## config.mk

```make
export PLATFORM = sky130hd
export DESIGN_NAME = rpe_cordic_stage
export DESIGN_NICKNAME = d
export VERILOG_FILES = /design/src/rpe_pkg.sv /design/src/rpe_cordic_stage.sv
export SDC_FILE = /design/constraint.sdc
export NUM_CORES = 1
export LEC_CHECK = 0
export BUFFER_PORTS_ARGS = -buffer_cell sky130_fd_sc_hd__buf_2
export CORE_UTILIZATION = 45
export DETAILED_ROUTE_END_ITERATION = 8
export GPL_ROUTABILITY_DRIVEN = 0
export PLACE_DENSITY = 0.78
export SLEW_MARGIN = 10
export SYNTH_ARGS = -nofsm -noshare
export SYNTH_HDL_FRONTEND = slang
export SYNTH_SLANG_ARGS = --single-unit
```

## constraint.sdc

```tcl
create_clock -name aclk -period 7 [get_ports aclk]
set_input_delay 0.35 -clock aclk [delete_from_list [all_inputs] [get_ports aclk]]
set_output_delay 0.35 -clock aclk [all_outputs]
set_load 0.01 [all_outputs]
```

## src/rpe_pkg.sv

```systemverilog
// Shared constants, types and the arctangent table for the rotary pair embedding datapath.
`default_nettype none
package rpe_pkg;

    localparam int ANGLE_WIDTH    = 32;
    localparam int PHASE_WIDTH    = 32;
    localparam int PRODUCT_WIDTH  = 64;
    localparam int PHASE_LSB      = 30;
    localparam int GUARD          = 16;
    localparam int GAIN_WIDTH     = 31;
    localparam int GAIN_SHIFT     = 31 - GUARD;
    localparam int MAX_STAGES     = 32;
    localparam int TURNS_WIDTH    = 42;
    localparam int K_SPLIT        = 21;
    localparam int PART_WIDTH     = ANGLE_WIDTH + K_SPLIT + 1;

    localparam logic [TURNS_WIDTH-1:0] TURNS_PER_RAD = 42'h28B_E60D_B939;
    localparam logic [GAIN_WIDTH-1:0]  GAIN_INV      = 31'd1304065748;
    localparam logic [PHASE_WIDTH-1:0] EIGHTH_TURN   = 32'h2000_0000;

    localparam logic [1:0] QTR_0 = 2'd0;
    localparam logic [1:0] QTR_1 = 2'd1;
    localparam logic [1:0] QTR_2 = 2'd2;
    localparam logic [1:0] QTR_3 = 2'd3;

    typedef logic [PHASE_WIDTH-1:0]        phase_t;
    typedef logic signed [PHASE_WIDTH-1:0] resid_t;
    typedef logic signed [ANGLE_WIDTH-1:0] angle_t;

    function automatic phase_t atan_turns(input logic [4:0] idx);
        phase_t r;
        case (idx)
            5'd0:    r = 32'h2000_0000;
            5'd1:    r = 32'h12E4_051D;
            5'd2:    r = 32'h09FB_385B;
            5'd3:    r = 32'h0511_11D4;
            5'd4:    r = 32'h028B_0D43;
            5'd5:    r = 32'h0145_D7E1;
            5'd6:    r = 32'h00A2_F61E;
            5'd7:    r = 32'h0051_7C55;
            5'd8:    r = 32'h0028_BE53;
            5'd9:    r = 32'h0014_5F2E;
            5'd10:   r = 32'h000A_2F98;
            5'd11:   r = 32'h0005_17CC;
            5'd12:   r = 32'h0002_8BE6;
            5'd13:   r = 32'h0001_45F3;
            5'd14:   r = 32'h0000_A2F9;
            5'd15:   r = 32'h0000_517C;
            5'd16:   r = 32'h0000_28BE;
            5'd17:   r = 32'h0000_145F;
            5'd18:   r = 32'h0000_0A2F;
            5'd19:   r = 32'h0000_0517;
            5'd20:   r = 32'h0000_028B;
            5'd21:   r = 32'h0000_0145;
            5'd22:   r = 32'h0000_00A2;
            5'd23:   r = 32'h0000_0051;
            5'd24:   r = 32'h0000_0028;
            5'd25:   r = 32'h0000_0014;
            5'd26:   r = 32'h0000_000A;
            5'd27:   r = 32'h0000_0005;
            5'd28:   r = 32'h0000_0002;
            5'd29:   r = 32'h0000_0001;
            default: r = 32'h0000_0000;
        endcase
        return r;
    endfunction

endpackage
`default_nettype wire

```

## src/rpe_cordic_stage.sv

```systemverilog
// One registered CORDIC micro-rotation step.
`default_nettype none
module rpe_cordic_stage #(
    parameter int XW          = 34,
    parameter int STAGE_INDEX = 0
) (
    input  wire logic                 aclk,
    input  wire logic                 aresetn,
    input  wire logic                 in_valid,
    output logic                      in_ready,
    input  wire logic signed [XW-1:0] x_in,
    input  wire logic signed [XW-1:0] y_in,
    input  wire rpe_pkg::resid_t      z_in,
    output logic                      out_valid,
    input  wire logic                 out_ready,
    output logic signed [XW-1:0]      x_out,
    output logic signed [XW-1:0]      y_out,
    output rpe_pkg::resid_t           z_out
);
    import rpe_pkg::*;

    logic                 valid_reg, valid_next;
    logic signed [XW-1:0] x_reg, x_next, y_reg, y_next;
    resid_t               z_reg, z_next;
    logic signed [XW-1:0] dx, dy;
    resid_t               step;

    assign in_ready   = !valid_reg || out_ready;
    assign valid_next = in_ready ? in_valid : valid_reg;

    always_ff @(posedge aclk) begin
        if (!aresetn) begin
            valid_reg <= 1'b0;
        end else begin
            valid_reg <= valid_next;
        end
    end

    always_comb begin
        dx   = y_in >>> STAGE_INDEX;
        dy   = x_in >>> STAGE_INDEX;
        step = $signed(atan_turns(5'(STAGE_INDEX)));
        if (!z_in[PHASE_WIDTH-1]) begin
            x_next = x_in - dx;
            y_next = y_in + dy;
            z_next = z_in - step;
        end else begin
            x_next = x_in + dx;
            y_next = y_in - dy;
            z_next = z_in + step;
        end
    end

    always_ff @(posedge aclk) begin
        if (in_ready && in_valid) begin
            x_reg <= x_next;
            y_reg <= y_next;
            z_reg <= z_next;
        end
    end

    assign out_valid = valid_reg;
    assign x_out     = x_reg;
    assign y_out     = y_reg;
    assign z_out     = z_reg;

endmodule
`default_nettype wire

```

==> qor.yml <==
syn_nets: 1250
area_delta_synth_final_pct: 14.7
synth_cell_types: 82
clockBufferDepth: 2
antenna_found_initial: 0
status: "completed"
worstRegToRegCells: 3
clock-root-buffer: "clkbuf_16"
nFillCells: 1884
holdCritPathClass: "input pin to flop"
grt_pass1_wl_um: 42400
cts_sinks: 100
row_count: 52
fmax_mhz: 259
setup_violations: 0
grt_max_degree: 78
finalNonFillerCells: 1488
maxCapViolCount: 0
crit_fanout: 16
cts_hold_buf: 0
drc: 0
maxSlewViolCount: 0
rrSetupSlack_ps: 4990
cpPeakStageDelay_ps: 830
io_pins: 206
grt_usage_pct: 25.3
p_per_area_mw_per_mm2: 191
hold_path_end: "z_out[16]"
synth_top_area_share_pct: 32.1
dr_total_vias: 8900
chipWidth_um: 145
synthArstFlopShare_pct: 0
wl_per_cell_um: 18.6
tightest_slew_ps: 914
tns_ps: 0
critPathMostFrequentCell: "inv_1"
avgSynthCellArea_um2: 8.87
first_iter_violations: 1172
cts_htree_levels: 3
regArea_mm2: 0.00299
finalCritPeriodShare_pct: 55.1
grt_pass1_vias: 7962
die_height_um: 145
synth_edf_count: 99
p_total_mw: 2.03
worst_hold_path.num_cells: 1
cts_tree: "built"
io_buffer_count: 205
routed_wl_um: 27700
clock_skew_ps: 5.37
hold_violations: 0
critPathKind: "input pin to flop"
core_mm2: 0.0202
postRouteAntennaNets: 0
grt-ovfl-total: 0
end_kind: "flop"
yosysTopAreaCell: "edfxtp_1"
ys.flop_type: "edfxtp_1"
post_cts_buffers: 0
crit-reg2reg-launch: "out_valid"
via_per_inst: 5.98
clk_transition_reported_paths_ps: 70
floorplan.initialDensity_pct: 45.9
ir_drop_mv: 0.0994
yosys_warnings: 0
cts_buffers: 9
start_kind: "input pin"
arrival_ps: 3960
cpMaxStageDelayCell: "a2111oi_0"
numPlacedInstances: 1472
insertedDiodeCount: 0
min_from: "z_in[16]"
seq_area_frac_synth_pct: 32.3
post-route-min-period_ps: 3860
clk_latency_ps: 350
p_leak_nw: 4.70
synth_cells: 1043
hpwlAfterDp_um: 21800
synthTopCellsByArea: "edfxtp_1 (32%), ha_1 (13%), a21oi_1 (6.1%), xnor2_1 (4.8%), inv_1 (4.3%)"
multi_input_comb_area_mm2: 0.00553
fin_nets: 1420
slew-limit-headroom_pct: 37.5
dr.pass1.iters: 9
drive_above_1_share_pct: 20.3
ys_seq_elements: 100
path_cells: "buf_2 -> inv_1 -> ha_1 -> inv_1 -> a21oi_1 -> o311ai_0 -> a2111oi_0 -> o311a_1 -> nor3_1 -> o21a_1 -> a221o_1"
post_cts_resized: 0
fp.dieArea_mm2: 0.0211
rsz0062_at_grt: "no"
rr_endpoint: "x_out[14]"
required_ps: 7100
netlist_area_mm2: 0.00926
## registers in the layout (all words and copies together) (netlist names)
signal     flops
out_valid      1
x_out         33
z_out         32
y_out         34
## cell families after synthesis
logic type      after synthesis  synth area share (%)
compound gates              348                  24.3
simple gates                260                  14.0
buf+inv                     158                  8.00
fa+ha+maj                   103                  14.2
flops                       100                  32.3
xor+xnor                     62                  5.87
mux                          12                  1.31
## per-layer routing
metal  vias to the layer above  part of all wire, %  track usage [%]
li1                       4113                    -                -
met1                      4041                   42             35.3
met2                       652                   43             38.2
met3                        94                   12             4.98
met4                         0                  3.7             10.5
met5                         -                    0                0
## per-stage QoR
stage	area, µm²	worst slack (ps)	util (%)	hold WS, ps
2_1_floorplan	9260	3680	-	449
3_3_place_gp	10300	3010	51.1	526
3_5_place_dp	10300	3010	51.1	528
4_1_cts	10600	3390	52.6	156
5_1_grt	10600	3200	52.6	155
6_report	10600	3140	52.6	173
## critical path, delay by kind of cell
family,cells,cell delay (ps)
buf+inv,3,420
fa+ha+maj,1,640
compound gates,6,2410
simple gates,1,140
## power by group
group | switching, mW | internal [mW] | total, mW | leakage (nW)
registers | 0.0218 | 0.755 | 0.776 | 0.966
logic | 0.473 | 0.274 | 0.747 | 3.59
clock network | 0.224 | 0.282 | 0.505 | 0.143
total | 0.719 | 1.31 | 2.03 | 4.70
## placed cells by master, fill, tap and decap left out, types with 6 or more instances in the layout
master / netlist / layout
a211oi_1: 16 / 16
ha_1: 99 / 99
a211o_1: 9 / 9
a21o_1: 11 / 11
o31ai_1: 12 / 12
o21a_1: 13 / 13
and3_1: 10 / 10
nor2_1: 88 / 88
xnor2_1: 51 / 51
buf_2: 7 / 205
edfxtp_1: 99 / 99
or3_1: 7 / 7
nor4_1: 6 / 6
nand4_1: 15 / 15
nand3_1: 14 / 14
a31oi_1: 9 / 9
o211ai_1: 15 / 15
nand2b_1: 15 / 15
a21oi_1: 113 / 113
nor2b_1: 15 / 15
clkbuf_16: 0 / 9
xor2_1: 11 / 11
nor3_1: 20 / 20
o21bai_1: 13 / 13
nand2_1: 45 / 45
o21ai_0: 75 / 75
mux2i_1: 11 / 11
inv_1: 107 / 107
## area by class of cell
type | count | share of cell area, %
timing repair buffer | 208 | 9.88
inverter | 109 | 3.85
multi-input combinational | 785 | 52.1
tap | 270 | 3.18
sequential | 100 | 28.2
clock inverter | 6 | 0.684
clock buffer | 10 | 2.16
## how the worst max path moves through the flow
stage / cells past startpoint / start / end
after floorplan: 2 / out_ready / x_out[10]
after global placement: 11 / x_in[23] / y_out[32]
after detailed placement: 11 / x_in[23] / y_out[32]
after CTS: 11 / x_in[23] / y_out[32]
after global routing: 11 / x_in[23] / y_out[32]
final: 11 / x_in[23] / y_out[32]
## cells in the mapped netlist, types with 10 or more instances
cell type / count
a211oi_1: 16
a21o_1: 11
a21oi_1: 113
and3_1: 10
clkbuf_1: 22
clkbuf_8: 12
edfxtp_1: 99
ha_1: 99
inv_1: 107
mux2i_1: 11
nand2_1: 45
nand2b_1: 15
nand3_1: 14
nand4_1: 15
nor2_1: 88
nor2b_1: 15
nor3_1: 20
o211ai_1: 15
o21a_1: 13
o21ai_0: 75
o21bai_1: 13
o31ai_1: 12
xnor2_1: 51
xor2_1: 11
Note: power is estimated with default switching activity, not from simulation.
