[config.mk]
export PLATFORM = sky130hd
export DESIGN_NAME = rpe_reduce
export DESIGN_NICKNAME = d
export VERILOG_FILES = /design/src/rpe_pkg.sv /design/src/rpe_reduce.sv
export SDC_FILE = /design/constraint.sdc
export NUM_CORES = 2
export LEC_CHECK = 0
export ABC_AREA = 1
export BUFFER_PORTS_ARGS = -buffer_cell sky130_fd_sc_hd__buf_4
export CORE_UTILIZATION = 45
export CTS_BUF_LIST = sky130_fd_sc_hd__clkbuf_2 sky130_fd_sc_hd__clkbuf_4 sky130_fd_sc_hd__clkbuf_8
export CTS_CLUSTER_DIAMETER = 40
export DETAILED_ROUTE_END_ITERATION = 10
export REMOVE_ABC_BUFFERS = 1
export SLEW_MARGIN = 20
export SYNTH_ARGS = -nofsm -noshare
export SYNTH_HDL_FRONTEND = slang
export SYNTH_SLANG_ARGS = --single-unit
[constraint.sdc]
create_clock -name aclk -period 6.9 [get_ports aclk]
set_input_delay 0.345 -clock aclk [delete_from_list [all_inputs] [get_ports aclk]]
set_output_delay 0.345 -clock aclk [all_outputs]
set_load 0.01 [all_outputs]
[src/rpe_pkg.sv]
// Shared constants, types and the arctangent table for the rotary pair embedding datapath.
`default_nettype none
package rpe_pkg;

    localparam int ANGLE_WIDTH    = 32;
    localparam int PHASE_WIDTH    = 32;
    localparam int PRODUCT_WIDTH  = 64;
    localparam int PHASE_LSB      = 30;
    localparam int GUARD          = 16;
    localparam int GAIN_WIDTH     = 31;
    localparam int GAIN_SHIFT     = 31 - GUARD;
    localparam int MAX_STAGES     = 32;
    localparam int TURNS_WIDTH    = 42;
    localparam int K_SPLIT        = 21;
    localparam int PART_WIDTH     = ANGLE_WIDTH + K_SPLIT + 1;

    localparam logic [TURNS_WIDTH-1:0] TURNS_PER_RAD = 42'h28B_E60D_B939;
    localparam logic [GAIN_WIDTH-1:0]  GAIN_INV      = 31'd1304065748;
    localparam logic [PHASE_WIDTH-1:0] EIGHTH_TURN   = 32'h2000_0000;

    localparam logic [1:0] QTR_0 = 2'd0;
    localparam logic [1:0] QTR_1 = 2'd1;
    localparam logic [1:0] QTR_2 = 2'd2;
    localparam logic [1:0] QTR_3 = 2'd3;

    typedef logic [PHASE_WIDTH-1:0]        phase_t;
    typedef logic signed [PHASE_WIDTH-1:0] resid_t;
    typedef logic signed [ANGLE_WIDTH-1:0] angle_t;

    function automatic phase_t atan_turns(input logic [4:0] idx);
        phase_t r;
        case (idx)
            5'd0:    r = 32'h2000_0000;
            5'd1:    r = 32'h12E4_051D;
            5'd2:    r = 32'h09FB_385B;
            5'd3:    r = 32'h0511_11D4;
            5'd4:    r = 32'h028B_0D43;
            5'd5:    r = 32'h0145_D7E1;
            5'd6:    r = 32'h00A2_F61E;
            5'd7:    r = 32'h0051_7C55;
            5'd8:    r = 32'h0028_BE53;
            5'd9:    r = 32'h0014_5F2E;
            5'd10:   r = 32'h000A_2F98;
            5'd11:   r = 32'h0005_17CC;
            5'd12:   r = 32'h0002_8BE6;
            5'd13:   r = 32'h0001_45F3;
            5'd14:   r = 32'h0000_A2F9;
            5'd15:   r = 32'h0000_517C;
            5'd16:   r = 32'h0000_28BE;
            5'd17:   r = 32'h0000_145F;
            5'd18:   r = 32'h0000_0A2F;
            5'd19:   r = 32'h0000_0517;
            5'd20:   r = 32'h0000_028B;
            5'd21:   r = 32'h0000_0145;
            5'd22:   r = 32'h0000_00A2;
            5'd23:   r = 32'h0000_0051;
            5'd24:   r = 32'h0000_0028;
            5'd25:   r = 32'h0000_0014;
            5'd26:   r = 32'h0000_000A;
            5'd27:   r = 32'h0000_0005;
            5'd28:   r = 32'h0000_0002;
            5'd29:   r = 32'h0000_0001;
            default: r = 32'h0000_0000;
        endcase
        return r;
    endfunction

endpackage
`default_nettype wire

[src/rpe_reduce.sv]
// Front end: angle to turn phase, gain scaling and quarter-turn pre-rotation, two stages.
`default_nettype none
module rpe_reduce #(
    parameter int VALUE_WIDTH = 16,
    parameter int XW          = 34
) (
    input  wire logic                          aclk,
    input  wire logic                          aresetn,
    input  wire logic                          in_valid,
    output logic                               in_ready,
    input  wire logic signed [VALUE_WIDTH-1:0] even_value,
    input  wire logic signed [VALUE_WIDTH-1:0] odd_value,
    input  wire rpe_pkg::angle_t               angle,
    output logic                               out_valid,
    input  wire logic                          out_ready,
    output logic signed [XW-1:0]               x_out,
    output logic signed [XW-1:0]               y_out,
    output rpe_pkg::resid_t                    z_out
);
    import rpe_pkg::*;

    localparam int GW = VALUE_WIDTH + 32;

    logic                         a_valid_reg, a_valid_next;
    logic                         a_ready;
    logic signed [PART_WIDTH-1:0] p_lo_reg, p_hi_reg;
    logic signed [GW-1:0]         gx_reg, gy_reg;

    logic                         b_valid_reg, b_valid_next;
    logic signed [XW-1:0]         x_reg, x_next, y_reg, y_next;
    resid_t                       z_reg, z_next;

    logic signed [PRODUCT_WIDTH-1:0] full;
    phase_t                          phase, shifted;
    logic [1:0]                      quarter;
    logic signed [GW-1:0]            gx_sh, gy_sh;
    logic signed [XW-1:0]            x0, y0;

    assign in_ready     = !a_valid_reg || a_ready;
    assign a_ready      = !b_valid_reg || out_ready;
    assign a_valid_next = in_ready ? in_valid : a_valid_reg;
    assign b_valid_next = a_ready ? a_valid_reg : b_valid_reg;

    always_ff @(posedge aclk) begin
        if (!aresetn) begin
            a_valid_reg <= 1'b0;
            b_valid_reg <= 1'b0;
        end else begin
            a_valid_reg <= a_valid_next;
            b_valid_reg <= b_valid_next;
        end
    end

    always_ff @(posedge aclk) begin
        if (in_ready && in_valid) begin
            p_lo_reg <= angle * $signed({1'b0, TURNS_PER_RAD[K_SPLIT-1:0]});
            p_hi_reg <= angle * $signed({1'b0, TURNS_PER_RAD[TURNS_WIDTH-1:K_SPLIT]});
            gx_reg   <= even_value * $signed({1'b0, GAIN_INV});
            gy_reg   <= odd_value * $signed({1'b0, GAIN_INV});
        end
    end

    always_comb begin
        full    = (PRODUCT_WIDTH'(p_hi_reg) <<< K_SPLIT) + PRODUCT_WIDTH'(p_lo_reg);
        phase   = full[PHASE_LSB +: PHASE_WIDTH];
        shifted = phase + EIGHTH_TURN;
        quarter = shifted[PHASE_WIDTH-1 -: 2];
        z_next  = $signed({2'b00, shifted[PHASE_WIDTH-3:0]}) - $signed(EIGHTH_TURN);
        gx_sh   = gx_reg >>> GAIN_SHIFT;
        gy_sh   = gy_reg >>> GAIN_SHIFT;
        x0      = gx_sh[XW-1:0];
        y0      = gy_sh[XW-1:0];
        case (quarter)
            QTR_1: begin
                x_next = -y0;
                y_next = x0;
            end
            QTR_2: begin
                x_next = -x0;
                y_next = -y0;
            end
            QTR_3: begin
                x_next = y0;
                y_next = -x0;
            end
            default: begin
                x_next = x0;
                y_next = y0;
            end
        endcase
    end

    always_ff @(posedge aclk) begin
        if (a_ready && a_valid_reg) begin
            x_reg <= x_next;
            y_reg <= y_next;
            z_reg <= z_next;
        end
    end

    assign out_valid = b_valid_reg;
    assign x_out     = x_reg;
    assign y_out     = y_reg;
    assign z_out     = z_reg;

    a_hold_on_stall: assert property (@(posedge aclk) disable iff (!aresetn)
        a_valid_reg && !a_ready |=> a_valid_reg && $stable(p_lo_reg) && $stable(gx_reg))
        else $error("front stage lost a request under stall");

    b_hold_on_stall: assert property (@(posedge aclk) disable iff (!aresetn)
        b_valid_reg && !out_ready |=> b_valid_reg && $stable(z_reg) && $stable(x_reg))
        else $error("rotation stage lost a request under stall");

    resid_in_range: assert property (@(posedge aclk) disable iff (!aresetn)
        b_valid_reg |-> z_reg[PHASE_WIDTH-1 -: 3] == 3'b000 || z_reg[PHASE_WIDTH-1 -: 3] == 3'b111)
        else $error("residual angle outside one eighth turn");

endmodule
`default_nettype wire

==> out/results.tsv <==
metric	value	unit
detail_route.iter0.violations	3406	
grt-ovfl-total	0	
insertion_delay	660	ps
core_area	111000	um^2
synth.cell_area	50900	um^2
hold_class	in2reg	
die_w	338	um
fin_crit_sh	0.822	
io_pins	170	
multi_input_area	37800	um^2
syn_avg_cell_area	8.87	um^2
htreeDepth	2	
ys_warn_count	0	
relSlewSlack	0.242	
cts_tree	built	
hold_viol	0	
clock-root-buffer	clkbuf_8	
seqCellArea	6920	um^2
async_reset_ff_frac	0	
syn_to_final_growth	7.67	%
synth_seq_cells	231	
fmax	176	MHz
critPathKind	in2reg	
start_util	0.456	
grt_pass1_vias	40700	
synth_top_area_share	0.331	
r2r_cells	15	
synth_cell_types	45	
cts-resized-gates	0	
finClkSkew	93.6	ps
drt_wl_total	160	mm
cts_buffers	46	
endpoint_kind	flop	
ys_seq_area_frac	0.136	
synth.most_common_cell	inv_1	
vias	39600	
min_path_cells	4	
cts_buffer_depth	3	
portBuffers	169	
synthFlopType	edfxtp_1	
hpwl	141	mm
drt-pass1-iter-count	6	
rows	122	
route.detailed.drc	0	
routed_via_density	5.34	
status	finished, final reports clean	
grt_max_degree	121	
ant_nets	0	
required	7240	ps
die_area	114000	um^2
max_cap_violations	0	
report.final.slew_viol_count	0	
rsz0062_at_grt	no	
setup-violations-final	0	
worst_slew_pin_slew	1140	ps
grt_pass1_wl	245	mm
cts.sinks	231	
drive_gt1_frac	0.0483	
fp.dieH	338	um
synth_cells	5731	
largest_reg_flops	36	
synth_edf_count	229	
routedWlPerCell	21.5	um
worst_setup_path_start_kind	primary input	
layout.nets	7512	
clk_pin_slew	60	ps
utilization	0.491	
fillerInstances	10900	
critPathArrivalTime	6010	ps
critPathMaxFanout	6	
fin_crit	5670	ps
synth_common_cells	1550 x inv_1, 840 x fa_1, 714 x ha_1	
netlist_top_cells_area	fa_1 33%, ha_1 18%, edfxtp_1 14%	
antenna_found_initial	1	
synth_top_area_cell	fa_1	
place.gp.congestion	1.00	
grt_usage	0.282	
[worst max-delay path, stage by stage]
cell and delay, ps:
buf_4 130, inv_1 140, ha_1 560, inv_1 150, fa_1 520, fa_1 500, inv_1 50, fa_1 390
fa_1 590, inv_1 60, fa_1 450, ha_1 290, ha_1 490, nand2_1 140, nor2_1 280, inv_1 120
nor4_1 450, nand3_1 190, nand4_1 120, nand2_1 50
[layout make-up]
cell class | instances | area share
timing repair buffer | 183 | 0.0253
antenna | 1 | 0.0000457
inverter | 1551 | 0.106
clock buffer | 57 | 0.0132
tap | 1488 | 0.0340
clock inverter | 27 | 0.00510
multi-input combinational | 3877 | 0.690
sequential | 231 | 0.126
[placed cells by master, fill, tap and decap left out, types with 21 or more instances in the layout]
cell type	Yosys	final
nand3_1	282	282
a31oi_1	26	26
o21bai_1	29	29
buf_4	3	179
nor3_1	35	35
fa_1	840	840
a21o_1	40	40
o21ai_0	155	155
inv_1	1550	1548
nand4_1	239	239
edfxtp_1	229	229
xnor2_1	57	57
nor2_1	384	384
a21oi_1	251	250
clkbuf_8	0	47
xor2_1	154	154
ha_1	714	713
nand2_1	564	564
nor4_1	21	21
[cell families (layout without fill, tap and decap cells)]
logic type | Yosys count | after routing | share of synthesized area
other | 0 | 1 | 0
buffers and inverters | 1623 | 1818 | 0.123
AND/OR/NAND/NOR | 1557 | 1557 | 0.137
AO/OA/AOI/OAI | 555 | 555 | 0.0616
XOR/XNOR | 211 | 211 | 0.0363
adder cells (fa/ha/maj) | 1554 | 1554 | 0.506
flip-flops | 231 | 231 | 0.136
[path summary, 6_finish.rpt]
kind / slack [ps] / start / end
setup / recovery: 1230 / angle[30] / p_lo_reg[48]$_DFFE_PP_
hold / removal: 90 / out_ready / a_valid_reg$_SDFFE_PN0N_
hold reg to reg: 540 / a_valid_reg$_SDFFE_PN0N_ / a_valid_reg$_SDFFE_PN0N_
setup reg to reg: 1720 / p_lo_reg[36]$_DFFE_PP_ / y_out[9]$_DFFE_PP_
[per-stage QoR]
stage | setup TNS (ps) | cell area, um^2 | instances | hold WS [ps] | setup slack, ps
6_report | 0 | 54800 | 7415 | 94.6 | 1230
5_1_grt | 0 | 54800 | 7414 | 79.5 | 958
4_1_cts | 0 | 54700 | 7414 | 39.8 | 1280
3_5_place_dp | 0 | 53700 | 7328 | 523 | 590
3_3_place_gp | 0 | 53700 | 7328 | 509 | 669
2_1_floorplan | -19720 | 50500 | 5659 | 444 | -728
[layer usage]
metal	part of all wire	routed length, um	vias to the layer above	track usage
li1	-	-	18400	-
met1	0.44	69900	19600	0.393
met2	0.46	73900	1317	0.452
met3	0.064	10300	203	0.0404
met4	0.035	5650	0	0.0884
met5	0	0	-	0
[what timing repair did]
action | CTS | global route
setup buffers | 0 | 0
hold buffers | 2 | 0
endpoints found under the hold margin | 2 | 0
Power is not shown: default switching activity piles up to over one toggle a cycle in this logic, so the estimate is an artifact.
