==> config.mk <==
export PLATFORM = sky130hd
export DESIGN_NAME = rpe_output
export DESIGN_NICKNAME = d
export VERILOG_FILES = /design/src/rpe_pkg.sv /design/src/rpe_output.sv
export SDC_FILE = /design/constraint.sdc
export NUM_CORES = 1
export LEC_CHECK = 0
export BUFFER_PORTS_ARGS = -buffer_cell sky130_fd_sc_hd__buf_4
export CAP_MARGIN = 20
export CORE_MARGIN = 2
export CORE_UTILIZATION = 41
export DETAILED_ROUTE_END_ITERATION = 8
export PLACE_DENSITY = 0.79
export SYNTH_ARGS = -nofsm -noshare
export SYNTH_HDL_FRONTEND = slang
export SYNTH_SLANG_ARGS = --single-unit
==> constraint.sdc <==
create_clock -name aclk -period 1.8 [get_ports aclk]
set_input_delay 0.18 -clock aclk [delete_from_list [all_inputs] [get_ports aclk]]
set_output_delay 0.18 -clock aclk [all_outputs]
set_load 0.03 [all_outputs]
==> src/rpe_pkg.sv <==
// Shared constants, types and the arctangent table for the rotary pair embedding datapath.
`default_nettype none
package rpe_pkg;

    localparam int ANGLE_WIDTH    = 32;
    localparam int PHASE_WIDTH    = 32;
    localparam int PRODUCT_WIDTH  = 64;
    localparam int PHASE_LSB      = 30;
    localparam int GUARD          = 16;
    localparam int GAIN_WIDTH     = 31;
    localparam int GAIN_SHIFT     = 31 - GUARD;
    localparam int MAX_STAGES     = 32;
    localparam int TURNS_WIDTH    = 42;
    localparam int K_SPLIT        = 21;
    localparam int PART_WIDTH     = ANGLE_WIDTH + K_SPLIT + 1;

    localparam logic [TURNS_WIDTH-1:0] TURNS_PER_RAD = 42'h28B_E60D_B939;
    localparam logic [GAIN_WIDTH-1:0]  GAIN_INV      = 31'd1304065748;
    localparam logic [PHASE_WIDTH-1:0] EIGHTH_TURN   = 32'h2000_0000;

    localparam logic [1:0] QTR_0 = 2'd0;
    localparam logic [1:0] QTR_1 = 2'd1;
    localparam logic [1:0] QTR_2 = 2'd2;
    localparam logic [1:0] QTR_3 = 2'd3;

    typedef logic [PHASE_WIDTH-1:0]        phase_t;
    typedef logic signed [PHASE_WIDTH-1:0] resid_t;
    typedef logic signed [ANGLE_WIDTH-1:0] angle_t;

    function automatic phase_t atan_turns(input logic [4:0] idx);
        phase_t r;
        case (idx)
            5'd0:    r = 32'h2000_0000;
            5'd1:    r = 32'h12E4_051D;
            5'd2:    r = 32'h09FB_385B;
            5'd3:    r = 32'h0511_11D4;
            5'd4:    r = 32'h028B_0D43;
            5'd5:    r = 32'h0145_D7E1;
            5'd6:    r = 32'h00A2_F61E;
            5'd7:    r = 32'h0051_7C55;
            5'd8:    r = 32'h0028_BE53;
            5'd9:    r = 32'h0014_5F2E;
            5'd10:   r = 32'h000A_2F98;
            5'd11:   r = 32'h0005_17CC;
            5'd12:   r = 32'h0002_8BE6;
            5'd13:   r = 32'h0001_45F3;
            5'd14:   r = 32'h0000_A2F9;
            5'd15:   r = 32'h0000_517C;
            5'd16:   r = 32'h0000_28BE;
            5'd17:   r = 32'h0000_145F;
            5'd18:   r = 32'h0000_0A2F;
            5'd19:   r = 32'h0000_0517;
            5'd20:   r = 32'h0000_028B;
            5'd21:   r = 32'h0000_0145;
            5'd22:   r = 32'h0000_00A2;
            5'd23:   r = 32'h0000_0051;
            5'd24:   r = 32'h0000_0028;
            5'd25:   r = 32'h0000_0014;
            5'd26:   r = 32'h0000_000A;
            5'd27:   r = 32'h0000_0005;
            5'd28:   r = 32'h0000_0002;
            5'd29:   r = 32'h0000_0001;
            default: r = 32'h0000_0000;
        endcase
        return r;
    endfunction

endpackage
`default_nettype wire

==> src/rpe_output.sv <==
// Round, saturate and hold the rotated pair in the output register.
`default_nettype none
module rpe_output #(
    parameter int VALUE_WIDTH = 16,
    parameter int XW          = 34,
    parameter int OUT_TW      = 32
) (
    input  wire logic                 aclk,
    input  wire logic                 aresetn,
    input  wire logic                 in_valid,
    output logic                      in_ready,
    input  wire logic signed [XW-1:0] x_in,
    input  wire logic signed [XW-1:0] y_in,
    output logic                      m_axis_tvalid,
    input  wire logic                 m_axis_tready,
    output logic [OUT_TW-1:0]         m_axis_tdata
);
    import rpe_pkg::*;

    localparam int RW = XW - GUARD;
    localparam logic signed [XW-1:0] HALF = XW'(1) <<< (GUARD - 1);
    localparam logic signed [RW-1:0] VMAX = RW'((1 <<< (VALUE_WIDTH - 1)) - 1);
    localparam logic signed [RW-1:0] VMIN = -VMAX - RW'(1);

    logic                          valid_reg, valid_next;
    logic signed [VALUE_WIDTH-1:0] even_reg, even_next, odd_reg, odd_next;
    logic signed [XW-1:0]          xs, ys;
    logic signed [RW-1:0]          xr, yr;

    function automatic logic signed [VALUE_WIDTH-1:0] clip(input logic signed [RW-1:0] v);
        logic signed [VALUE_WIDTH-1:0] r;
        if (v > VMAX) begin
            r = VMAX[VALUE_WIDTH-1:0];
        end else if (v < VMIN) begin
            r = VMIN[VALUE_WIDTH-1:0];
        end else begin
            r = v[VALUE_WIDTH-1:0];
        end
        return r;
    endfunction

    assign in_ready   = !valid_reg || m_axis_tready;
    assign valid_next = in_ready ? in_valid : valid_reg;

    always_ff @(posedge aclk) begin
        if (!aresetn) begin
            valid_reg <= 1'b0;
        end else begin
            valid_reg <= valid_next;
        end
    end

    always_comb begin
        xs        = (x_in + HALF) >>> GUARD;
        ys        = (y_in + HALF) >>> GUARD;
        xr        = xs[RW-1:0];
        yr        = ys[RW-1:0];
        even_next = clip(xr);
        odd_next  = clip(yr);
    end

    always_ff @(posedge aclk) begin
        if (in_ready && in_valid) begin
            even_reg <= even_next;
            odd_reg  <= odd_next;
        end
    end

    assign m_axis_tvalid = valid_reg;
    assign m_axis_tdata  = OUT_TW'({odd_reg, even_reg});

endmodule
`default_nettype wire

==> results of run 1 <==
[cells in the mapped netlist, drive strengths merged (2+ instances only)]
master,instances
edfxtp,32
o21ai,25
xor2,21
nor2,18
nand2,17
xnor2,15
nand3,13
nand4,12
a21oi,11
inv,5
a21boi,3
buf,3
clkbuf,3
and3,2
and4,2
ha,2
nor3,2
nor3b,2
nor4,2
[logic make-up (layout without fill, tap and decap cells)]
family / count (synthesis) / after routing
flip-flops: 33 / 33
buffers and inverters: 11 / 135
AND/OR/NAND/NOR: 74 / 74
adder cells (fa/ha/maj): 2 / 2
AO/OA/AOI/OAI: 42 / 42
XOR/XNOR: 36 / 36
[per-stage QoR]
step                      cell area [um2]  worst slack, ps
after CTS                            3170              140
after global routing                 3180             26.0
final                                3180              161
after global placement               3090            -93.0
after detailed placement             3090             -148
after floorplan                      2100             1.33
[power groups by stage]
stage / Sequential (W) / Combinational (W) / Clock [W]
after floorplan: 0.00106 / 0.000168 / 0
after global placement: 0.000945 / 0.000561 / 0
after detailed placement: 0.000947 / 0.000573 / 0
after CTS: 0.000931 / 0.000574 / 0.000541
after global routing: 0.000936 / 0.000617 / 0.000552
final: 0.000930 / 0.000572 / 0.000532
[layer usage]
layer	up-vias	GRT usage [%]	wire [um]
met3	9	3.08	209
met5	-	0	0
met1	893	21.7	2090
met4	0	10.1	105
li1	963	-	-
met2	52	35.1	2690
[final cells by class]
cell class                      count  area share [%]
Multi-Input combinational cell    154            33.7
Sequential cell                    33            30.9
Timing Repair Buffer              122            29.6
Tap cell                           67            2.64
Clock buffer                        5            2.17
Inverter                            5           0.591
Clock inverter                      3           0.394
[final timing paths]
check	cells after the start	to	slack, ps
min reg2reg	2	m_axis_tvalid	550
max reg2reg	3	odd_reg[7]	530
min	2	m_axis_tvalid	170
max	9	odd_reg[4]	160
[critical path, delay by kind of cell]
family,cells,cell delay [ps]
AO/OA/AOI/OAI,2,340
buffers and inverters,3,450
AND/OR/NAND/NOR,4,760
[timing repair]
action                     4_1_cts  5_1_grt
setup endpoints to repair        0        3
hold endpoints to repair         0        0
setup buffers                    0        0
resized for setup                0        1
==> impl_metrics.py, run 1 <==
metrics = {
    "detailed_routing": {
        "wl_per_cell_um": 13.1,
        "vias": 1917,
        "wl_mm": 5.09,
        "drcViolationCount": 0,
        "firstDrtPassIters": 4,
        "drt_iter0_drc": 47,
        "viasPerCell": 4.93,
        "ant_nets": 0,
    },
    "setup_path": {
        "arrival_ps": 1730,
        "rr_startpoint": "m_axis_tvalid",
        "crit_path_top_delay_cell": "nor4_4",
        "cp.required_ps": 1890,
        "path_max_fanout": 4,
        "crit_start": "y_in[27]",
        "cp_cell_sequence": "buf_4 -> nand4_2 -> nor4_4 -> buf_4 -> nand2_1 -> a21oi_1 -> nand2_1 -> buf_4 -> o21ai_0",
        "startpoint_type": "input pin",
        "worstSetupEndpointType": "flop",
        "crit_path_max_incr_delay_ps": 360,
        "worstSetupPathType": "in -> reg",
        "crit_path_frequent_cell": "buf_4",
    },
    "cts": {
        "cts_root_buffer": "clkbuf_8",
        "numCtsBuffers": 5,
        "clock_latency_ps": 290,
        "clkSinkCount": 33,
        "clockBufferDepth": 2,
        "clk_pin_slew_ps": 70,
        "htree_levels": 2,
        "tritoncts": "done",
        "postCtsHoldBufs": 0,
    },
    "grt": {
        "overflow": 0,
        "grt_usage_pct": 19.4,
        "grt_pass1_vias": 1933,
        "grt_max_degree": 33,
        "antenna_found_initial": 0,
        "grt_pass1_wl_mm": 8.23,
    },
    "placed_design": {
        "place_inst": 381,
        "hpwl_mm": 4.13,
        "gp_congestion": 0.878,
        "portBuffers": 75,
    },
    "synth": {
        "synthXorXnorAreaFrac_pct": 16.0,
        "netlist_area_um2": 2080,
        "seq_area_frac_synth_pct": 47.1,
        "ys_types": 35,
        "synth_top_area_cell": "edfxtp_1",
        "syn_area_per_cell_um2": 10.5,
        "synth_top_family_by_area": "simple AND/OR/NAND/NOR gates",
        "synthAdderAreaFrac_pct": 1.20,
        "syn-num-nets": 272,
        "synth_mux_area_share_pct": 0,
        "synth_edf_count": 32,
        "synthCells": 198,
        "synth_top_area_share_pct": 46.1,
        "netlist_top_cells_area": "edfxtp_1 46%, xor2_1 8.8%, xnor2_1 5.9%",
        "synth_ff_type": "edfxtp_1",
        "async_reset_ff_share_pct": 0,
        "ys_seq_elements": 33,
        "synth_compound_area_share_pct": 12.9,
        "ys_warn_count": 0,
        "synthSimpleGateAreaFrac_pct": 20.0,
    },
    "timing": {
        "report.final.hold_viol_count": 0,
        "finalSetupTns_ps": 0,
        "fmax_mhz": 610,
        "final_max_slew_viol_count": 0,
        "period_minus_slack_ps": 1640,
        "min_period_over_period_pct": 91.1,
        "rsz0062_at_grt": "no",
        "finalSetupViolCount": 0,
        "tightest_slew_ps": 443,
        "skew_ps": 13.8,
        "relSlewSlack_pct": 70.3,
        "hold_ws_ps": 166,
    },
    "floorplan": {
        "die_h_um": 75.3,
        "fp-row-count": 25,
        "core-area_um2": 4820,
        "die_w_um": 75.3,
        "ios": 106,
        "die_area_um2": 5670,
        "start_util_pct": 43.2,
    },
    "final_layout": {
        "regArea_um2": 981,
        "insertedDiodeCount": 0,
        "fin_nets": 395,
        "final_common_cell": "buf_4",
        "drive_gt1_share_pct": 46.9,
        "stdcell_count": 389,
        "multi_input_area_um2": 1070,
        "layout_common_cells": "120 x buf_4, 32 x edfxtp_1, 19 x xor2_1",
        "fin_util_pct": 65.9,
        "fillers": 403,
        "area_growth_pct": 52.5,
    },
    "run": {
        "cap_viol_max_count": 0,
    },
    "power_and_ir_drop": {
        "totalPowerFinal_w": 0.00203,
        "switching_power_w": 0.000598,
        "swShare_pct": 29.4,
        "power_frac_seq_pct": 45.7,
        "p_int_w": 0.00144,
        "powerDensity_nw_per_um2": 640,
        "clkPwrFrac_pct": 26.2,
        "leakage_nw": 1.31,
        "ir_drop_mv": 0.292,
        "comb_power_share_pct": 28.1,
    },
    "worst_hold_path": {
        "hold_class": "in -> reg",
        "min_from": "aresetn",
    },
    "status": {
        "status": "finished, final reports clean",
    },
}
Power figures use the tool's default switching activity.
==> run 2, diff against run 1 <==
--- a/config.mk
+++ b/config.mk
@@ -8,9 +8,10 @@
 export BUFFER_PORTS_ARGS = -buffer_cell sky130_fd_sc_hd__buf_4
 export CAP_MARGIN = 20
 export CORE_MARGIN = 2
-export CORE_UTILIZATION = 41
+export CORE_UTILIZATION = 46
 export DETAILED_ROUTE_END_ITERATION = 8
-export PLACE_DENSITY = 0.79
+export PLACE_DENSITY = 0.84
+export SLEW_MARGIN = 15
 export SYNTH_ARGS = -nofsm -noshare
 export SYNTH_HDL_FRONTEND = slang
 export SYNTH_SLANG_ARGS = --single-unit
==> constraint.sdc (replaced) <==
create_clock -name aclk -period 1.55 [get_ports aclk]
set_input_delay 0.31 -clock aclk [delete_from_list [all_inputs] [get_ports aclk]]
set_output_delay 0.31 -clock aclk [all_outputs]
set_load 0.03 [all_outputs]
==> run 2 against run 1 <==
  * The flow now finishes with violations (setup timing)
  * Register-to-register slack got worse by 210 ps
  * Total power up 30%
  * Critical path depth is 2 higher
  * Clock skew fell by 3.9 ps
  * Combinational power grew 58%
  * Flip-flop and latch count did not move
  * Final cell count is 5.9% higher
  * Die area fell by 10%
  * Utilization up 23 points
  * Routed wire length is 82% higher
==> impl_metrics.py, run 2 (same netlist as run 1, synthesis figures left out) <==
metrics = {
    "power_and_ir_drop": {
        "comb_power_share_pct": 34.3,
        "power_frac_seq_pct": 41.1,
        "ir_drop_mv": 0.662,
        "p_int_w": 0.00178,
        "leakage_nw": 1.59,
        "swShare_pct": 32.7,
        "totalPowerFinal_w": 0.00264,
        "powerDensity_nw_per_um2": 683,
        "clkPwrFrac_pct": 24.6,
        "switching_power_w": 0.000861,
    },
    "floorplan": {
        "die_area_um2": 5080,
        "fp-row-count": 24,
        "die_h_um": 71.3,
        "core-area_um2": 4350,
        "start_util_pct": 47.8,
        "ios": 106,
        "die_w_um": 71.3,
    },
    "cts": {
        "clock_latency_ps": 300,
        "htree_levels": 2,
        "tritoncts": "done",
        "clk_pin_slew_ps": 70,
        "cts_root_buffer": "clkbuf_8",
        "clockBufferDepth": 2,
        "clkSinkCount": 33,
        "postCtsHoldBufs": 0,
        "numCtsBuffers": 5,
    },
    "detailed_routing": {
        "drcViolationCount": 0,
        "firstDrtPassIters": 4,
        "viasPerCell": 5.97,
        "drt_iter0_drc": 147,
        "wl_per_cell_um": 22.5,
        "vias": 2461,
        "ant_nets": 0,
        "wl_mm": 9.28,
    },
    "grt": {
        "grt_pass1_vias": 2480,
        "grt_pass1_wl_mm": 12.0,
        "grt_usage_pct": 31.0,
        "antenna_found_initial": 0,
        "overflow": 0,
        "grt_max_degree": 33,
    },
    "setup_path": {
        "rr_startpoint": "m_axis_tvalid",
        "worstSetupEndpointType": "flop",
        "r2r_setup_slack_ps": 320,
        "arrival_ps": 1910,
        "critical_path_buf_inv_count": 4,
        "startpoint_type": "input pin",
        "crit_path_top_delay_cell": "nor4_4",
        "crit_path_max_incr_delay_ps": 320,
        "path_max_fanout": 4,
        "r2r-end": "even_reg[1]",
        "crit_start": "x_in[15]",
        "endpoint": "even_reg[3]",
        "cp.required_ps": 1600,
        "cp_top_family": "simple AND/OR/NAND/NOR gates",
        "reg2regPathDepth": 2,
        "crit_path_frequent_cell": "buf_6",
        "worstSetupPathType": "in -> reg",
        "cp_cell_sequence": "buf_8 -> ha_4 -> nand4_4 -> nor4_4 -> nand3_2 -> xnor2_4 -> buf_4 -> buf_6 -> buf_6 -> o21ai_1 -> a21o_1",
        "cp.depth": 11,
    },
    "final_layout": {
        "area_growth_pct": 85.4,
        "fillers": 192,
        "fin_nets": 433,
        "regArea_um2": 981,
        "multi_input_area_um2": 1390,
        "drive_gt1_share_pct": 62.8,
        "layout_common_cells": "134 x buf_4, 32 x edfxtp_1, 17 x xor2_1",
        "final_common_cell": "buf_4",
        "insertedDiodeCount": 0,
        "final_cell_area_um2": 3860,
    },
    "timing": {
        "hold_ws_ps": 272,
        "tightest_slew_ps": 434,
        "relSlewSlack_pct": 71.0,
        "report.final.hold_viol_count": 0,
        "final_max_slew_viol_count": 0,
        "finalSetupTns_ps": -5210,
        "rsz0062_at_grt": "yes",
        "skew_ps": 10.0,
        "min_period_over_period_pct": 120,
        "fmax_mhz": 538,
        "finalSetupViolCount": 30,
        "period_minus_slack_ps": 1860,
        "setup_ws_ps": -309,
    },
    "placed_design": {
        "gp_congestion": 0.857,
        "place_ws_ps": -637,
        "portBuffers": 75,
        "hpwl_mm": 4.44,
        "dpl_cell_area_um2": 3240,
    },
    "run": {
        "cap_viol_max_count": 0,
    },
    "worst_hold_path": {
        "hold_class": "in -> reg",
    },
    "status": {
        "violations": "setup timing",
        "status": "finished with violations",
    },
}
[run 2: repair_timing]
action                                  4_1_cts  5_1_grt
gates cloned                                  1        1
setup buffers                                10        8
resized for setup                            56       29
hold endpoints to repair                      0        0
pin swaps                                    35       24
endpoints found under the setup margin       30       32
[run 2: power by group through the flow]
stage               registers [W]  logic [W]  clock network [W]
floorplan                 0.00123   0.000205                  0
detailed placement        0.00110   0.000706                  0
CTS                       0.00108   0.000786           0.000608
finish                    0.00109   0.000904           0.000648
global route              0.00109   0.000931           0.000680
global placement          0.00110   0.000688                  0
[run 2: final cells by class]
class	instances	area share, %
clock buffers	5	1.78
clock inverters	3	0.324
inverters	5	0.486
multi-input cells	156	36.0
flip-flops and latches	33	25.4
well taps	52	1.68
repair buffers	158	34.3
[run 2: per-stage QoR]
stage	instances	util [%]
after floorplan	198	-
after global placement	384	74.3
after detailed placement	384	74.3
after CTS	403	83.8
after global routing	412	88.7
final	412	88.7
[run 2: worst min-delay path by stage]
stage | from | to | depth (start not counted)
2_1_floorplan | in_valid | m_axis_tvalid | 2
3_3_place_gp | m_axis_tvalid | m_axis_tvalid | 2
3_5_place_dp | m_axis_tvalid | m_axis_tvalid | 2
4_1_cts | aresetn | m_axis_tvalid | 2
5_1_grt | aresetn | m_axis_tvalid | 2
6_report | aresetn | m_axis_tvalid | 2
[run 2: per-layer routing]
| layer | vias to the layer above | part of all wire (%) | wire [um] | global-route usage, % |
|---|---|---|---|---|
| li1 | 1042 | - | - | - |
| met1 | 1213 | 33 | 3080 | 31.6 |
| met2 | 152 | 54 | 5020 | 59.6 |
| met3 | 54 | 5.5 | 513 | 4.92 |
| met4 | 0 | 7.1 | 656 | 17.0 |
| met5 | - | 0 | 0 | 0 |
==> run 3, diff against run 2 <==
--- a/config.mk
+++ b/config.mk
@@ -7,9 +7,10 @@
 export LEC_CHECK = 0
 export BUFFER_PORTS_ARGS = -buffer_cell sky130_fd_sc_hd__buf_4
 export CAP_MARGIN = 20
-export CORE_MARGIN = 2
+export CORE_MARGIN = 10
 export CORE_UTILIZATION = 46
 export DETAILED_ROUTE_END_ITERATION = 8
+export GPL_ROUTABILITY_DRIVEN = 1
 export PLACE_DENSITY = 0.84
 export SLEW_MARGIN = 15
 export SYNTH_ARGS = -nofsm -noshare
==> constraint.sdc (replaced) <==
create_clock -name aclk -period 1.75 [get_ports aclk]
set_input_delay 0.35 -clock aclk [delete_from_list [all_inputs] [get_ports aclk]]
set_output_delay 0.35 -clock aclk [all_outputs]
set_load 0.03 [all_outputs]
==> run 3 against run 2 <==
  * The run still ends with setup timing left
  * Largest cell class unchanged
  * Critical path type unchanged
  * Utilization down 5.3 points
  * Routed wire length down 16%
  * Die area up 50%
==> impl_metrics.py, run 3 (same netlist as run 1, synthesis figures left out) <==
metrics = {
    "grt": {
        "grt_usage_pct": 18.0,
        "overflow": 0,
        "grt_max_degree": 33,
        "antenna_found_initial": 0,
        "grt_pass1_wl_mm": 11.0,
        "grt_pass1_vias": 2267,
    },
    "detailed_routing": {
        "firstDrtPassIters": 5,
        "wl_per_cell_um": 19.5,
        "vias": 2228,
        "drcViolationCount": 0,
        "viasPerCell": 5.56,
        "ant_nets": 0,
        "drt_iter0_drc": 95,
        "wl_mm": 7.81,
    },
    "placed_design": {
        "place_ws_ps": -465,
        "gp_congestion": 0.900,
        "place_inst": 380,
        "hpwl_mm": 5.11,
        "portBuffers": 75,
    },
    "final_layout": {
        "final_common_cell": "buf_4",
        "multi_input_area_um2": 1290,
        "insertedDiodeCount": 0,
        "fin_nets": 422,
        "fin_util_pct": 83.4,
        "layout_common_cells": "131 x buf_4, 32 x edfxtp_1, 18 x xor2_1",
        "area_growth_pct": 75.6,
        "fillers": 237,
        "stdcell_count": 401,
        "drive_gt1_share_pct": 58.5,
        "regArea_um2": 981,
    },
    "floorplan": {
        "ios": 106,
        "fp-row-count": 24,
        "die_area_um2": 7620,
        "die_h_um": 87.3,
        "die_w_um": 87.3,
        "core-area_um2": 4380,
        "start_util_pct": 47.5,
    },
    "cts": {
        "clkSinkCount": 33,
        "clk_pin_slew_ps": 70,
        "tritoncts": "done",
        "clock_latency_ps": 290,
        "numCtsBuffers": 5,
        "postCtsHoldBufs": 0,
        "htree_levels": 2,
        "cts_root_buffer": "clkbuf_8",
        "clockBufferDepth": 2,
    },
    "setup_path": {
        "startpoint_type": "input pin",
        "worstSetupPathType": "in -> reg",
        "worstSetupEndpointType": "flop",
        "arrival_ps": 1890,
        "path_max_fanout": 8,
        "cp.required_ps": 1790,
    },
    "status": {
        "violations": "setup timing",
        "status": "finished with violations",
    },
    "timing": {
        "final_max_slew_viol_count": 0,
        "finalSetupTns_ps": -1070,
        "finalSetupViolCount": 14,
        "tightest_slew_ps": 754,
        "skew_ps": 5.53,
        "period_minus_slack_ps": 1850,
        "report.final.hold_viol_count": 0,
        "setup_ws_ps": -100,
        "fmax_mhz": 540,
        "relSlewSlack_pct": 49.7,
        "rsz0062_at_grt": "yes",
        "min_period_over_period_pct": 106,
    },
    "worst_hold_path": {
        "hold_class": "in -> reg",
    },
    "power_and_ir_drop": {
        "leakage_nw": 1.51,
        "ir_drop_mv": 0.315,
        "powerDensity_nw_per_um2": 617,
    },
    "run": {
        "cap_viol_max_count": 0,
    },
}
## run 3: cell types whose count changed in the layout (fill, tap and decap cells not counted), moves of 3 or more
cell | previous run | this run
a21oi_4 | 3 | 0
buf_4 | 134 | 131
buf_6 | 16 | 11
nand2_2 | 3 | 0
o21ai_1 | 7 | 3
o21ai_2 | 14 | 17
## run 3: layout make-up
type                    instances  area share (%)
flip-flops and latches         33            26.8
clock inverters                 3           0.342
repair buffers                148            33.4
well taps                      52            1.78
multi-input cells             155            35.3
inverters                       5           0.513
clock buffers                   5            1.88
## run 3: timing repair
item                       in CTS  in global routing
setup endpoints to repair      16                 30
pin swaps                      13                 11
gates resized for setup         9                 48
gates cloned                    0                  2
buffers inserted                5                  6
## run 3: worst paths after layout
kind | slack [ps] | start | endpoint | depth (start not counted)
setup / recovery | -100 | x_in[25] | even_reg[6] | 9
setup reg to reg | 280 | m_axis_tvalid | even_reg[1] | 2
hold reg to reg | 580 | m_axis_tvalid | m_axis_tvalid | 2
hold / removal | 340 | aresetn | m_axis_tvalid | 2
## run 3: worst max-delay path: stages
cell	delay, ps
buf_6	70
nand4_1	180
nor4_4	320
buf_4	170
nand3_4	80
xnor2_4	140
a21boi_4	310
buf_12	180
o21ai_2	70
## run 3: per-stage QoR
stage          instance area (um2)  total power, W  hold slack (ps)
4_1_cts                       3380         0.00215              327
6_report                      3660         0.00226              335
2_1_floorplan                 2130         0.00127              489
3_5_place_dp                  3200         0.00160              554
3_3_place_gp                  3200         0.00158              511
5_1_grt                       3660         0.00235              339
## run 3: report_power, final
part	total (W)	switching [W]	internal, W
combinational	0.000741	0.000398	0.000343
sequential	0.000960	0.0000190	0.000941
clock	0.000556	0.000288	0.000268
## run 3: routing by layer
metal | routed length [um] | GRT usage [%] | part of all wire, %
met4 | 265 | 7.68 | 3.4
met2 | 4210 | 32.9 | 54
met5 | 0 | 0 | 0
met1 | 2820 | 18.9 | 36
met3 | 518 | 4.59 | 6.6
